===== config.mk =====
export PLATFORM = sky130hd
export DESIGN_NAME = dotted_version_compare
export DESIGN_NICKNAME = d
export VERILOG_FILES = /design/src/rtl/core/dvc_pkg.sv /design/src/rtl/core/dvc_parser.sv /design/src/rtl/core/dvc_compare.sv /design/src/rtl/core/dotted_version_compare.sv
export SDC_FILE = /design/constraint.sdc
export NUM_CORES = 1
export LEC_CHECK = 0
export BUFFER_PORTS_ARGS = -buffer_cell sky130_fd_sc_hd__buf_2
export CAP_MARGIN = 20
export CORE_MARGIN = 2
export CORE_UTILIZATION = 55
export CTS_BUF_LIST = sky130_fd_sc_hd__clkbuf_8
export CTS_CLUSTER_DIAMETER = 80
export DETAILED_ROUTE_END_ITERATION = 10
export MAX_ROUTING_LAYER = met4
export PLACE_DENSITY_LB_ADDON = 0.12
export SLEW_MARGIN = 20
export SYNTH_ARGS = -nofsm -noshare
export SYNTH_HDL_FRONTEND = slang
export SYNTH_HIERARCHICAL = 1
export SYNTH_SLANG_ARGS = --single-unit

===== constraint.sdc =====
create_clock -name aclk -period 20.6 [get_ports aclk]
set_clock_uncertainty 0.1 [all_clocks]
set_input_delay 4.12 -clock aclk [delete_from_list [all_inputs] [get_ports aclk]]
set_output_delay 4.12 -clock aclk [all_outputs]
set_load 0.005 [all_outputs]

===== src/rtl/core/dvc_pkg.sv =====
// ----------------------------------------------------------------------------
// dvc_pkg
// Shared types and constants for the dotted version comparator: character
// codes, parse phases, result codes and the snapshot control bundle.
// ----------------------------------------------------------------------------
`default_nettype none

package dvc_pkg;

    localparam int PART_COUNT_DEF = 4;
    localparam int PART_WIDTH_DEF = 32;

    localparam logic [7:0] CHAR_V_LOWER = 8'h76;
    localparam logic [7:0] CHAR_V_UPPER = 8'h56;
    localparam logic [7:0] CHAR_SPACE   = 8'h20;
    localparam logic [7:0] CHAR_DOT     = 8'h2E;
    localparam logic [7:0] CHAR_ZERO    = 8'h30;
    localparam logic [7:0] CHAR_NINE    = 8'h39;

    localparam logic signed [1:0] ORDER_OLDER = 2'sb11;
    localparam logic signed [1:0] ORDER_EQUAL = 2'sb00;
    localparam logic signed [1:0] ORDER_NEWER = 2'sb01;

    typedef enum logic [1:0] {
        PHASE_PREFIX = 2'd0,
        PHASE_PARTS  = 2'd1,
        PHASE_TRAIL  = 2'd2
    } phase_t;

    // Prerelease flags of the two strings that travel with a compare request
    typedef struct packed {
        logic first_pre;
        logic second_pre;
    } snap_ctl_t;

endpackage

`default_nettype wire


===== src/rtl/core/dvc_parser.sv =====
// ----------------------------------------------------------------------------
// dvc_parser
// Per-character version parser. Updates the running part values, stores the
// first string at its end, and issues a compare request at the end of the
// second string.
// ----------------------------------------------------------------------------
`default_nettype none

module dvc_parser #(
    parameter int PART_COUNT = dvc_pkg::PART_COUNT_DEF,
    parameter int PART_WIDTH = dvc_pkg::PART_WIDTH_DEF
) (
    input  wire logic                  aclk,
    input  wire logic                  aresetn,
    input  wire logic                  in_valid,
    input  wire logic [7:0]            in_char,
    input  wire logic                  in_present,
    input  wire logic                  in_which,
    input  wire logic                  in_last,
    output logic                       in_ready,
    output logic                       snap_valid,
    input  wire logic                  snap_ready,
    output dvc_pkg::snap_ctl_t         snap_ctl,
    output logic [PART_WIDTH-1:0]      snap_first [PART_COUNT],
    output logic [PART_WIDTH-1:0]      snap_second [PART_COUNT]
);
    import dvc_pkg::*;

    localparam int IDX_W  = $clog2(PART_COUNT + 1);
    localparam int WIDE_W = PART_WIDTH + 4;

    phase_t                phase_reg, phase_next, phase_eff;
    logic [IDX_W-1:0]      idx_reg, idx_upd, idx_next, idx_eff;
    logic                  seen_reg, seen_upd, seen_next, seen_eff;
    logic                  pre_reg, pre_upd, pre_next;
    logic [PART_WIDTH-1:0] parts_reg [PART_COUNT];
    logic [PART_WIDTH-1:0] parts_upd [PART_COUNT];
    logic [PART_WIDTH-1:0] parts_next [PART_COUNT];
    logic [PART_WIDTH-1:0] first_parts_reg [PART_COUNT];
    logic [PART_WIDTH-1:0] first_parts_next [PART_COUNT];
    logic                  first_pre_reg, first_pre_next;
    logic                  snap_valid_reg;
    snap_ctl_t             snap_ctl_reg;
    logic [PART_WIDTH-1:0] snap_first_reg [PART_COUNT];
    logic [PART_WIDTH-1:0] snap_second_reg [PART_COUNT];

    logic                  take, end_first, end_second;
    logic                  is_digit, is_dot, is_space, is_skip, is_mark;
    logic                  idx_full, idx_at_last;
    logic [PART_WIDTH-1:0] cur_part, new_part;
    logic [WIDE_W-1:0]     wide;
    logic [3:0]            digit;

    assign end_second = in_valid && in_last && in_which;
    assign in_ready   = !end_second || !snap_valid_reg || snap_ready;
    assign take       = in_valid && in_ready;
    assign end_first  = take && in_last && !in_which;

    assign is_digit = (in_char >= CHAR_ZERO) && (in_char <= CHAR_NINE);
    assign is_dot   = (in_char == CHAR_DOT);
    assign is_space = (in_char == CHAR_SPACE);
    assign is_skip  = (in_char == CHAR_V_LOWER) || (in_char == CHAR_V_UPPER) || is_space;
    assign is_mark  = !is_dot && !is_space;
    assign digit    = in_char[3:0];

    // Leaving the prefix phase starts the first part fresh
    assign phase_eff = (phase_reg == PHASE_PREFIX && !is_skip) ? PHASE_PARTS : phase_reg;
    assign idx_eff   = (phase_reg == PHASE_PREFIX) ? '0 : idx_reg;
    assign seen_eff  = (phase_reg == PHASE_PREFIX) ? 1'b0 : seen_reg;

    assign idx_full    = idx_eff >= IDX_W'(PART_COUNT);
    assign idx_at_last = idx_eff >= IDX_W'(PART_COUNT - 1);

    always_comb begin
        cur_part = '0;
        for (int i = 0; i < PART_COUNT; i++) begin
            if (IDX_W'(i) == idx_eff) begin
                cur_part = parts_reg[i];
            end
        end
    end

    // Times ten plus digit, saturating at the part maximum
    assign wide     = ({4'b0, cur_part} << 3) + ({4'b0, cur_part} << 1)
                    + {{(WIDE_W-4){1'b0}}, digit};
    assign new_part = (|wide[WIDE_W-1 -: 4]) ? {PART_WIDTH{1'b1}} : wide[PART_WIDTH-1:0];

    // Next parse phase
    always_comb begin
        phase_next = phase_reg;
        if (take && in_present) begin
            case (phase_eff)
                PHASE_PREFIX: phase_next = PHASE_PREFIX;
                PHASE_PARTS: begin
                    if (is_digit) begin
                        phase_next = idx_full ? PHASE_TRAIL : PHASE_PARTS;
                    end else if (is_dot && seen_eff) begin
                        phase_next = idx_at_last ? PHASE_TRAIL : PHASE_PARTS;
                    end else begin
                        phase_next = PHASE_TRAIL;
                    end
                end
                PHASE_TRAIL: phase_next = PHASE_TRAIL;
                default:     phase_next = PHASE_PREFIX;
            endcase
        end
        if (take && in_last) begin
            phase_next = PHASE_PREFIX;
        end
    end

    // Part values, index and flags for this character
    always_comb begin
        parts_upd = parts_reg;
        idx_upd   = idx_reg;
        seen_upd  = seen_reg;
        pre_upd   = pre_reg;
        if (take && in_present) begin
            case (phase_eff)
                PHASE_PARTS: begin
                    idx_upd  = idx_eff;
                    seen_upd = seen_eff;
                    if (is_digit) begin
                        if (!idx_full) begin
                            for (int i = 0; i < PART_COUNT; i++) begin
                                if (IDX_W'(i) == idx_eff) begin
                                    parts_upd[i] = new_part;
                                end
                            end
                            seen_upd = 1'b1;
                        end
                    end else if (is_dot && seen_eff) begin
                        idx_upd  = idx_eff + IDX_W'(1);
                        seen_upd = 1'b0;
                    end else if (is_mark) begin
                        pre_upd = 1'b1;
                    end
                end
                PHASE_TRAIL: begin
                    if (is_mark) begin
                        pre_upd = 1'b1;
                    end
                end
                default: ;
            endcase
        end
    end

    // Restart after any string end; store or clear the first string
    always_comb begin
        parts_next       = parts_upd;
        idx_next         = idx_upd;
        seen_next        = seen_upd;
        pre_next         = pre_upd;
        first_parts_next = first_parts_reg;
        first_pre_next   = first_pre_reg;
        if (take && in_last) begin
            for (int i = 0; i < PART_COUNT; i++) begin
                parts_next[i] = '0;
            end
            idx_next  = '0;
            seen_next = 1'b0;
            pre_next  = 1'b0;
            if (end_first) begin
                first_parts_next = parts_upd;
                first_pre_next   = pre_upd;
            end else begin
                for (int i = 0; i < PART_COUNT; i++) begin
                    first_parts_next[i] = '0;
                end
                first_pre_next = 1'b0;
            end
        end
    end

    always_ff @(posedge aclk) begin
        if (!aresetn) begin
            phase_reg     <= PHASE_PREFIX;
            idx_reg       <= '0;
            seen_reg      <= 1'b0;
            pre_reg       <= 1'b0;
            first_pre_reg <= 1'b0;
            for (int i = 0; i < PART_COUNT; i++) begin
                parts_reg[i]       <= '0;
                first_parts_reg[i] <= '0;
            end
            snap_valid_reg <= 1'b0;
        end else begin
            phase_reg       <= phase_next;
            idx_reg         <= idx_next;
            seen_reg        <= seen_next;
            pre_reg         <= pre_next;
            first_pre_reg   <= first_pre_next;
            parts_reg       <= parts_next;
            first_parts_reg <= first_parts_next;
            if (take && end_second) begin
                snap_valid_reg <= 1'b1;
            end else if (snap_ready) begin
                snap_valid_reg <= 1'b0;
            end
        end
    end

    always_ff @(posedge aclk) begin
        if (take && end_second) begin
            snap_first_reg  <= first_parts_reg;
            snap_second_reg <= parts_upd;
            snap_ctl_reg    <= '{first_pre: first_pre_reg, second_pre: pre_upd};
        end
    end

    assign snap_valid  = snap_valid_reg;
    assign snap_ctl    = snap_ctl_reg;
    assign snap_first  = snap_first_reg;
    assign snap_second = snap_second_reg;

endmodule

`default_nettype wire


===== src/rtl/core/dvc_compare.sv =====
// ----------------------------------------------------------------------------
// dvc_compare
// Compares the two captured versions part by part, lowest part first, with a
// prerelease ranking below the plain version, and holds the result register.
// ----------------------------------------------------------------------------
`default_nettype none

module dvc_compare #(
    parameter int PART_COUNT = dvc_pkg::PART_COUNT_DEF,
    parameter int PART_WIDTH = dvc_pkg::PART_WIDTH_DEF
) (
    input  wire logic                  aclk,
    input  wire logic                  aresetn,
    input  wire logic                  snap_valid,
    output logic                       snap_ready,
    input  wire dvc_pkg::snap_ctl_t    snap_ctl,
    input  wire logic [PART_WIDTH-1:0] snap_first [PART_COUNT],
    input  wire logic [PART_WIDTH-1:0] snap_second [PART_COUNT],
    output logic                       m_valid,
    input  wire logic                  m_ready,
    output logic signed [1:0]          m_order
);
    import dvc_pkg::*;

    logic               m_valid_reg;
    logic signed [1:0]  m_order_reg, order_next;

    always_comb begin
        if (snap_ctl.first_pre != snap_ctl.second_pre) begin
            order_next = snap_ctl.first_pre ? ORDER_OLDER : ORDER_NEWER;
        end else begin
            order_next = ORDER_EQUAL;
        end
        // Walk from the last part down so the first differing part wins
        for (int i = PART_COUNT - 1; i >= 0; i--) begin
            if (snap_first[i] < snap_second[i]) begin
                order_next = ORDER_OLDER;
            end else if (snap_first[i] > snap_second[i]) begin
                order_next = ORDER_NEWER;
            end
        end
    end

    assign snap_ready = !m_valid_reg || m_ready;

    always_ff @(posedge aclk) begin
        if (!aresetn) begin
            m_valid_reg <= 1'b0;
        end else if (snap_ready) begin
            m_valid_reg <= snap_valid;
        end
    end

    always_ff @(posedge aclk) begin
        if (snap_ready && snap_valid) begin
            m_order_reg <= order_next;
        end
    end

    assign m_valid = m_valid_reg;
    assign m_order = m_order_reg;

endmodule

`default_nettype wire


===== src/rtl/core/dotted_version_compare.sv =====
// ----------------------------------------------------------------------------
// dotted_version_compare
// Streams two version strings one character per request and returns the
// ordering of the first against the second at the end of the second string.
//
//   channel | direction | ports                                           | request
//   s_      | in        | s_char_byte s_byte_present s_which_string        | one char
//           |           | s_end_of_string                                  |
//   m_      | out       | m_order (-1 older, 0 equal, 1 newer)             | one result
//
// One request per cycle is taken while s_ready is high. A request lands in the
// input register when accepted and the parser consumes it from there; at the end
// of the second string the parser registers a compare request, and the compare
// stage registers the result that drives m_order and m_valid.
// Reset is synchronous on aresetn and needs no clearing pass.
// With a result held on m_order and a second compare waiting, a request that
// ends a further second string holds in the input register and s_ready drops
// for every request until m_ready frees the result register.
// ----------------------------------------------------------------------------
`default_nettype none

module dotted_version_compare #(
    parameter int PART_COUNT = dvc_pkg::PART_COUNT_DEF,
    parameter int PART_WIDTH = dvc_pkg::PART_WIDTH_DEF
) (
    input  wire logic             aclk,
    input  wire logic             aresetn,
    input  wire logic             s_valid,
    output logic                  s_ready,
    input  wire logic [7:0]       s_char_byte,
    input  wire logic             s_byte_present,
    input  wire logic             s_which_string,
    input  wire logic             s_end_of_string,
    output logic                  m_valid,
    input  wire logic             m_ready,
    output logic signed [1:0]     m_order
);
    import dvc_pkg::*;

    logic                  in_valid_reg;
    logic [7:0]            in_char_reg;
    logic                  in_present_reg, in_which_reg, in_last_reg;
    logic                  in_ready;
    logic                  snap_valid, snap_ready;
    snap_ctl_t             snap_ctl;
    logic [PART_WIDTH-1:0] snap_first [PART_COUNT];
    logic [PART_WIDTH-1:0] snap_second [PART_COUNT];

    assign s_ready = !in_valid_reg || in_ready;

    always_ff @(posedge aclk) begin
        if (!aresetn) begin
            in_valid_reg <= 1'b0;
        end else if (s_ready) begin
            in_valid_reg <= s_valid;
        end
    end

    always_ff @(posedge aclk) begin
        if (s_ready && s_valid) begin
            in_char_reg    <= s_char_byte;
            in_present_reg <= s_byte_present;
            in_which_reg   <= s_which_string;
            in_last_reg    <= s_end_of_string;
        end
    end

    dvc_parser #(
        .PART_COUNT (PART_COUNT),
        .PART_WIDTH (PART_WIDTH)
    ) u_parser (
        .aclk        (aclk),
        .aresetn     (aresetn),
        .in_valid    (in_valid_reg),
        .in_char     (in_char_reg),
        .in_present  (in_present_reg),
        .in_which    (in_which_reg),
        .in_last     (in_last_reg),
        .in_ready    (in_ready),
        .snap_valid  (snap_valid),
        .snap_ready  (snap_ready),
        .snap_ctl    (snap_ctl),
        .snap_first  (snap_first),
        .snap_second (snap_second)
    );

    dvc_compare #(
        .PART_COUNT (PART_COUNT),
        .PART_WIDTH (PART_WIDTH)
    ) u_compare (
        .aclk        (aclk),
        .aresetn     (aresetn),
        .snap_valid  (snap_valid),
        .snap_ready  (snap_ready),
        .snap_ctl    (snap_ctl),
        .snap_first  (snap_first),
        .snap_second (snap_second),
        .m_valid     (m_valid),
        .m_ready     (m_ready),
        .m_order     (m_order)
    );

`ifndef NO_ASSERTIONS
    a_stall_needs_item: assert property (@(posedge aclk) disable iff (!aresetn)
        !s_ready |-> in_valid_reg)
        else $error("input stalled with an empty input register");

    a_end_issues_compare: assert property (@(posedge aclk) disable iff (!aresetn)
        (in_valid_reg && in_ready && in_last_reg && in_which_reg) |=> snap_valid)
        else $error("end of second string did not raise a compare request");

    a_result_from_compare: assert property (@(posedge aclk) disable iff (!aresetn)
        $rose(m_valid) |-> $past(snap_valid))
        else $error("result appeared without a compare request");
`endif

endmodule

`default_nettype wire


### Yosys cells after proc, flatten, opt, wreduce, memory -nomap -nowiden

Cells that the tools add are included.

* flip-flop bits (word level): 538
* input bits: 15
* logic and storage cells: 136

* reductions and logical operators: 34
* bitwise operators: 1
* equal/unequal tests: 10
* mux-type cells: 44
* $add $sub $neg: 3
* magnitude comparators: 12

Operator list (count)
* 128-bit two-way mux: 5
* 32-bit two-way mux: 9
* 32-bit greater-than comparator: 4
* 32-bit less-than comparator: 4
* 35-bit by 33-bit adder with 36-bit output: 1
* 36-bit by 4-bit adder with 36-bit output: 1
* 2-bit two-way mux: 14
* 8-bit by 6-bit equality test with 1-bit output (second input constant): 2
* 8-bit by 7-bit equality test with 1-bit output (second input constant): 2
* 1-bit logical AND: 13
* 1-bit two-way mux: 11
* 3-bit two-way mux: 3
* 8-bit by 6-bit >= comparator with 1-bit output (second input constant): 1
* 8-bit by 6-bit less-or-equal comparator with 1-bit output (second input constant): 1
* 1-bit zero test: 8
* 8-bit OR reduction: 1
* 2-bit by 3-bit equality test with 1-bit output (first input constant): 2
* 1-bit logical OR: 6
* 2-bit case mux with 2 select lines: 1
* 4-bit OR reduction: 1
* 3-bit by 1-bit adder with 3-bit output (second input constant): 1
* 1-bit by 3-bit equality test with 1-bit output (first input constant): 1
* 3-bit by 2-bit >= comparator with 1-bit output (second input constant): 1
* 3-bit >= comparator (second input constant): 1
* 10 further kinds: 10

### Longest topological paths before layout

* word-level depth: 17
* mapped depth: 26
* depth with buffers taken out: 21

### Cells and area by module

The synthesis kept the hierarchy.

By module, submodules not included
* dvc_parser: times used 1, area an instance 20773.7 um2, cells each 1944, sequential area each 13052.5 um2
* dvc_compare: times used 1, area an instance 3470.8 um2, cells each 482, sequential area each 80.1 um2
* dotted_version_compare: times used 1, area an instance 387.9 um2, cells each 16, sequential area each 350.3 um2

### Worst setup path after synthesis

OpenSTA, ideal clock, no wires.

* kind: input-to-reg
* start point: input port m_ready
* end point: register u_parser.snap_ctl_reg (netlist bit u_parser/snap_ctl[0]) (enable)
* slack: 2.845 ns
* stages: 3
* arrival: 16.692 ns
* library setup time: 0.963 ns
* path buffers: 0
* cells stage by stage: nand2b_1 > inv_1 > a21oi_1

* word-level cells in the longest chain between the ends: 4

RTL lines
* start: declaration: line dotted_version_compare.sv:35 `input wire logic m_ready,`
* 1-bit logical OR: line dvc_compare.sv:44 `assign snap_ready = !m_valid_reg || m_ready;`
* 1-bit logical OR: line dvc_parser.sv:55 `assign in_ready = !end_second || !snap_valid_reg || snap_ready;`
* 1-bit logical AND: line dvc_parser.sv:56 `assign take = in_valid && in_ready;`
* 1-bit logical AND: line dvc_parser.sv:205 `if (take && end_second) begin`
* end signal: assignment: line dvc_parser.sv:208 `snap_ctl_reg <= '{first_pre: first_pre_reg, second_pre: pre_upd};`
* end: declaration: line dvc_parser.sv:43 `snap_ctl_t snap_ctl_reg;`

No other way between the ends.
A chain may end at the register's enable or synchronous reset.

### Worst setup path after layout

* start point: input port m_ready
* end point: output port s_ready

* word-level cells in the longest chain between the ends: 3

RTL lines
* 1-bit logical OR: line dvc_compare.sv:44
* net snap_ready: line dotted_version_compare.sv:44 `logic snap_valid, snap_ready;`
* 1-bit logical OR: line dvc_parser.sv:55
* net in_ready: line dotted_version_compare.sv:43 `logic in_ready;`
* 1-bit logical OR: line dotted_version_compare.sv:49 `assign s_ready = !in_valid_reg || in_ready;`
* end: declaration: line dotted_version_compare.sv:29 `output logic s_ready,`

The timed path passes the listed nets, and every way through them passes these cells.

==> flow_results.org <==
** Power
- Internal portion of total power :: ~0.0016 W
- Maximum resistive drop on vdd :: roughly 0.052 mV
- Summing internal, switching and leakage power gives about 0.0021 W.
- Power spread over the standard cell area amounts to approximately 76 nW/um^2.
- Of the total power, the clock network draws 0.421.
- Register share of total power :: 0.551
- Power share of the combinational group :: 0.027
- Sw frac :: 0.224
- The analysis attributes to cell leakage a power of 11.6 nW.
- Psw :: 0.000459 W

** Routing
- DRC violations left :: 0
- Met1 wire length :: 26600 um
- In the detailed route, the total length drawn on met3 is between 3000 and 4000 um.
- The first routing iteration left between 1000 and 1500 violations.
- The detail route stage leaves a number of antenna-violating nets equal to 0.
- Summed over all nets, wire length on met2 after detailed routing comes to 26400 um.
- In the final routed layout, each cell accounts on average for about 19 um.
- Max Used Layer :: met4
- Via-to-Cell Ratio :: 5.70
- Total Wirelength :: approximately 58000 um
- Number of vias in the routed layout :: about 18000
- The pre-antenna-repair detailed-routing pass consisted of 7 iterations.

** Yosys
- Yosys attributes the largest share of cell area to sky130_fd_sc_hd__edfxtp_1, sky130_fd_sc_hd__dfxtp_1, sky130_fd_sc_hd__ha_1.
- The synthesized netlist occupies a cell area of between 20000 and 25000 um^2.
- The fraction of the mapped netlist area in compound gates was 0.133.
- Among all cell types in the netlist, the one instantiated most often is sky130_fd_sc_hd__nand2_1.
- Proportion of register bits with asynchronous set or reset after synthesis :: 0
- Simple-gate share of the synthesized area :: 0.150
- Count of unique library cells instantiated by Yosys :: 82
- By area, the combinational part of the netlist is dominated by simple AND/OR/NAND/NOR gates.
- By count the netlist is led by sky130_fd_sc_hd__nand2_1, sky130_fd_sc_hd__edfxtp_1, sky130_fd_sc_hd__dfxtp_1.
- Sequential element share of the synthesized area :: 0.547
- Counting flops and latches in the post-synthesis netlist gives between 500 and 600.
- Of the total synthesized cell area, the portion taken by XOR and XNOR cells is 0.00960.
- The most used flip-flop cell after synthesis is sky130_fd_sc_hd__edfxtp_1.
- In the synthesized netlist, the number of instances is 2442.
- Share of the synthesized area in the top cell type :: 0.330
- Synth Warn # :: 6
- The number of nets handed over by synthesis was 2657.
- Area leader, netlist :: sky130_fd_sc_hd__edfxtp_1
- EDFF count, synth :: 271
- Multiplexer share of the synthesized area :: 0.000406
- Of the total synthesized cell area, the portion taken by full adders, half adders and majority gates is 0.102.
- Averaged over all synthesized cells, the footprint is 10.1 um^2.

** GRT
- The first global-routing pass estimated about 90000 um of wire.
- Entering global routing, the biggest net connects 82 pins.
- Final global-route overflow total :: 0
- Antenna violations before repair :: 2
- Vias in the first global route :: roughly 17000
- Overall global routing resource usage :: 0.258

** STA
- Share of the clock period used by the worst path :: 0.458
- Final setup violation count :: 0
- In the final timing run, aggregate negative setup slack is 0 ps.
- Achievable clock frequency :: ~110 MHz
- After layout, the minimum clock period comes to roughly 9400 ps.
- The max-slew violation count is 0.
- Setup repair after global routing missed its margin :: no
- Slew headroom :: 0.208
- Number of endpoints with negative hold slack in the final report :: 0
- For the pin with the worst max-slew slack, the measured transition is between 1000 and 1500 ps.

** Clock network
- Cts repair resizes :: 0
- After clock tree synthesis, the flow added hold-fix buffers numbering 0.
- The clock passes through at most 3 buffers.
- In this run the number of H-tree levels came out at 3.
- CTS saw 538 sinks.
- Clock tree from TritonCTS :: done
- CTS placed an instance of sky130_fd_sc_hd__clkbuf_8 at the clock tree root.
- Postcts setup bufs :: 0
- Buffers inserted during clock tree synthesis total 86.
- Clock transition at the registers of the reported paths :: approximately 60 ps
- At the later pin of the worst-skew pair, clock insertion delay measures between 600 and 700 ps.

** Floorplan
- The floorplan step set the die height to approximately 220 um.
- In this run the standard cell core region covers 44200 um^2.
- The floorplan step defined a die boundary enclosing 46500 um^2.
- Ports placed on the boundary :: 19
- In this run the core area contains 77 standard-cell rows.
- The initial utilization of the core area, before any placement, comes to 0.557.
- From left edge to right edge, the die measures between 200 and 250 um.

** Setup path
- Highest-delay cell along the critical path :: sky130_fd_sc_hd__and3_1
- Worst Reg-to-Reg Cells :: 21
- Critical Path Source Type :: input port
- STA puts the critical path data arrival time at around 5200 ps.
- Among the stages of the critical path, the cell type that occurs most often is sky130_fd_sc_hd__buf_2.
- The number of buffers and inverters on the critical path is 3.
- Biggest fanout along the worst timing path :: 4
- Cell Chain, Critical Path :: buf_2, nand2b_1, inv_1, and3_1, nand3_1, nand2b_4, buf_2
- Setup CP Type :: input port to output port
- Number of logic stages on the critical path including buffering :: 7
- Top Family by Delay on Critical Path :: simple AND/OR/NAND/NOR gates
- Crit-path max cell delay :: ~300 ps
- Required time worst endpoint :: roughly 16000 ps
- Kind of capture point of the worst setup path :: output port

** Placement
- Last weighted congestion value of the routability-driven placer :: around 0.87
- Dpl hpwl :: approximately 38000 um
- The count of buffers added on input and output ports is 18.

** Hold path
- The worst hold path passes through 0 cells.
- In this run the worst hold path is classified as register to register.

** Finish
- Synthesis-to-layout area growth :: 8.99%
- Number of fill cells :: ~3700
- The final layout contains 2666 nets.
- Fraction of final layout cells with drive strength greater than 1 :: 0.0876

** Status
- Result of the run :: complete, no violations

** Run
- Across the run, the number of max-cap violations was 0.
[layer usage]
| layer | vias to the layer above | global-route usage |
|---|---|---|
| met4 | 0 | 0.0917 |
| met2 | 475 | 0.397 |
| met3 | 95 | 0.0433 |
| li1 | 8665 | - |
| met5 | - | - |
| met1 | 8519 | 0.348 |
[metrics by stage]
step | hold slack, ps | cell area, um^2 | utilization | std cells | setup slack [ps]
6_report | 322 | 26800 | 0.607 | 3116 | 11160
5_1_grt | 333 | 26800 | 0.607 | 3116 | 11080
4_1_cts | 318 | 26800 | 0.606 | 3114 | 11160
3_5_place_dp | 314 | 25200 | 0.569 | 2954 | 11180
3_3_place_gp | 311 | 25200 | 0.569 | 2954 | 11200
2_1_floorplan | 308 | 24600 | - | 2442 | 2840
[worst paths after layout]
| path | start | endpoint | slack (ps) |
|---|---|---|---|
| setup / recovery | m_ready | s_ready | 11160 |
| setup reg to reg | u_parser/phase_reg[1]$_SDFFE_PP0P_ | u_parser/first_parts_reg[80]$_SDFFE_PN0P_ | 13460 |
| hold reg to reg | u_parser/first_parts_reg[97]$_SDFFE_PN0P_ | u_parser/snap_first[97]$_DFFE_PP_ | 320 |
| hold / removal | u_parser/first_parts_reg[97]$_SDFFE_PN0P_ | u_parser/snap_first[97]$_DFFE_PP_ | 320 |
[cell families after synthesis]
| family | after synthesis |
|---|---|
| flops | 538 |
| buf+inv | 354 |
| simple gates | 790 |
| mux | 1 |
| xor+xnor | 27 |
| compound gates | 532 |
| fa+ha+maj | 200 |
[power groups by stage]
stage	clock, W	combinational, W	sequential (W)
global route	0.000932	0.0000617	0.00113
floorplan	0	0.0000374	0.00116
CTS	0.000887	0.0000557	0.00113
global placement	0	0.0000543	0.00115
finish	0.000865	0.0000559	0.00113
detailed placement	0	0.0000553	0.00116
[cells in the final DEF, fill, tap and decap left out, types with 6 or more instances in the layout]
cell | Yosys | final
sky130_fd_sc_hd__ha_1 | 198 | 197
sky130_fd_sc_hd__nor3_1 | 74 | 74
sky130_fd_sc_hd__a31oi_1 | 6 | 6
sky130_fd_sc_hd__edfxtp_1 | 271 | 271
sky130_fd_sc_hd__nor2b_1 | 9 | 9
sky130_fd_sc_hd__clkbuf_8 | 0 | 99
sky130_fd_sc_hd__or3_1 | 7 | 7
sky130_fd_sc_hd__nor3_2 | 36 | 36
sky130_fd_sc_hd__xor2_1 | 11 | 11
sky130_fd_sc_hd__buf_2 | 8 | 18
sky130_fd_sc_hd__o21ai_0 | 116 | 116
sky130_fd_sc_hd__a21oi_1 | 123 | 122
sky130_fd_sc_hd__a21boi_0 | 6 | 6
sky130_fd_sc_hd__o22ai_1 | 79 | 79
sky130_fd_sc_hd__a21o_1 | 19 | 19
sky130_fd_sc_hd__xnor2_1 | 16 | 16
sky130_fd_sc_hd__buf_4 | 10 | 20
sky130_fd_sc_hd__inv_1 | 234 | 272
sky130_fd_sc_hd__o31ai_1 | 52 | 52
sky130_fd_sc_hd__and3_1 | 10 | 7
sky130_fd_sc_hd__o21a_1 | 11 | 10
sky130_fd_sc_hd__nor3b_1 | 7 | 6
sky130_fd_sc_hd__o211ai_1 | 11 | 11
sky130_fd_sc_hd__a211oi_1 | 7 | 7
sky130_fd_sc_hd__nand4_1 | 37 | 37
sky130_fd_sc_hd__clkinv_1 | 0 | 7
sky130_fd_sc_hd__clkinv_2 | 0 | 10
sky130_fd_sc_hd__o21ai_1 | 32 | 31
sky130_fd_sc_hd__nor2_1 | 246 | 245
sky130_fd_sc_hd__nand2_1 | 293 | 293
sky130_fd_sc_hd__a22oi_1 | 31 | 31
sky130_fd_sc_hd__dfxtp_1 | 267 | 267
sky130_fd_sc_hd__nand2b_1 | 16 | 16
sky130_fd_sc_hd__nand3_1 | 23 | 23
[layout make-up]
class,instances,area (um^2),share of cell area
multi-input cells,1550,9810,0.365
clock buffers,99,1360,0.0508
flip-flops and latches,538,13500,0.502
inverters,235,882,0.0329
clock inverters,61,287,0.0107
repair buffers,40,279,0.0104
diodes,1,2.50,0.0000932
well taps,592,741,0.0276
Power figures use the tool's default switching activity.
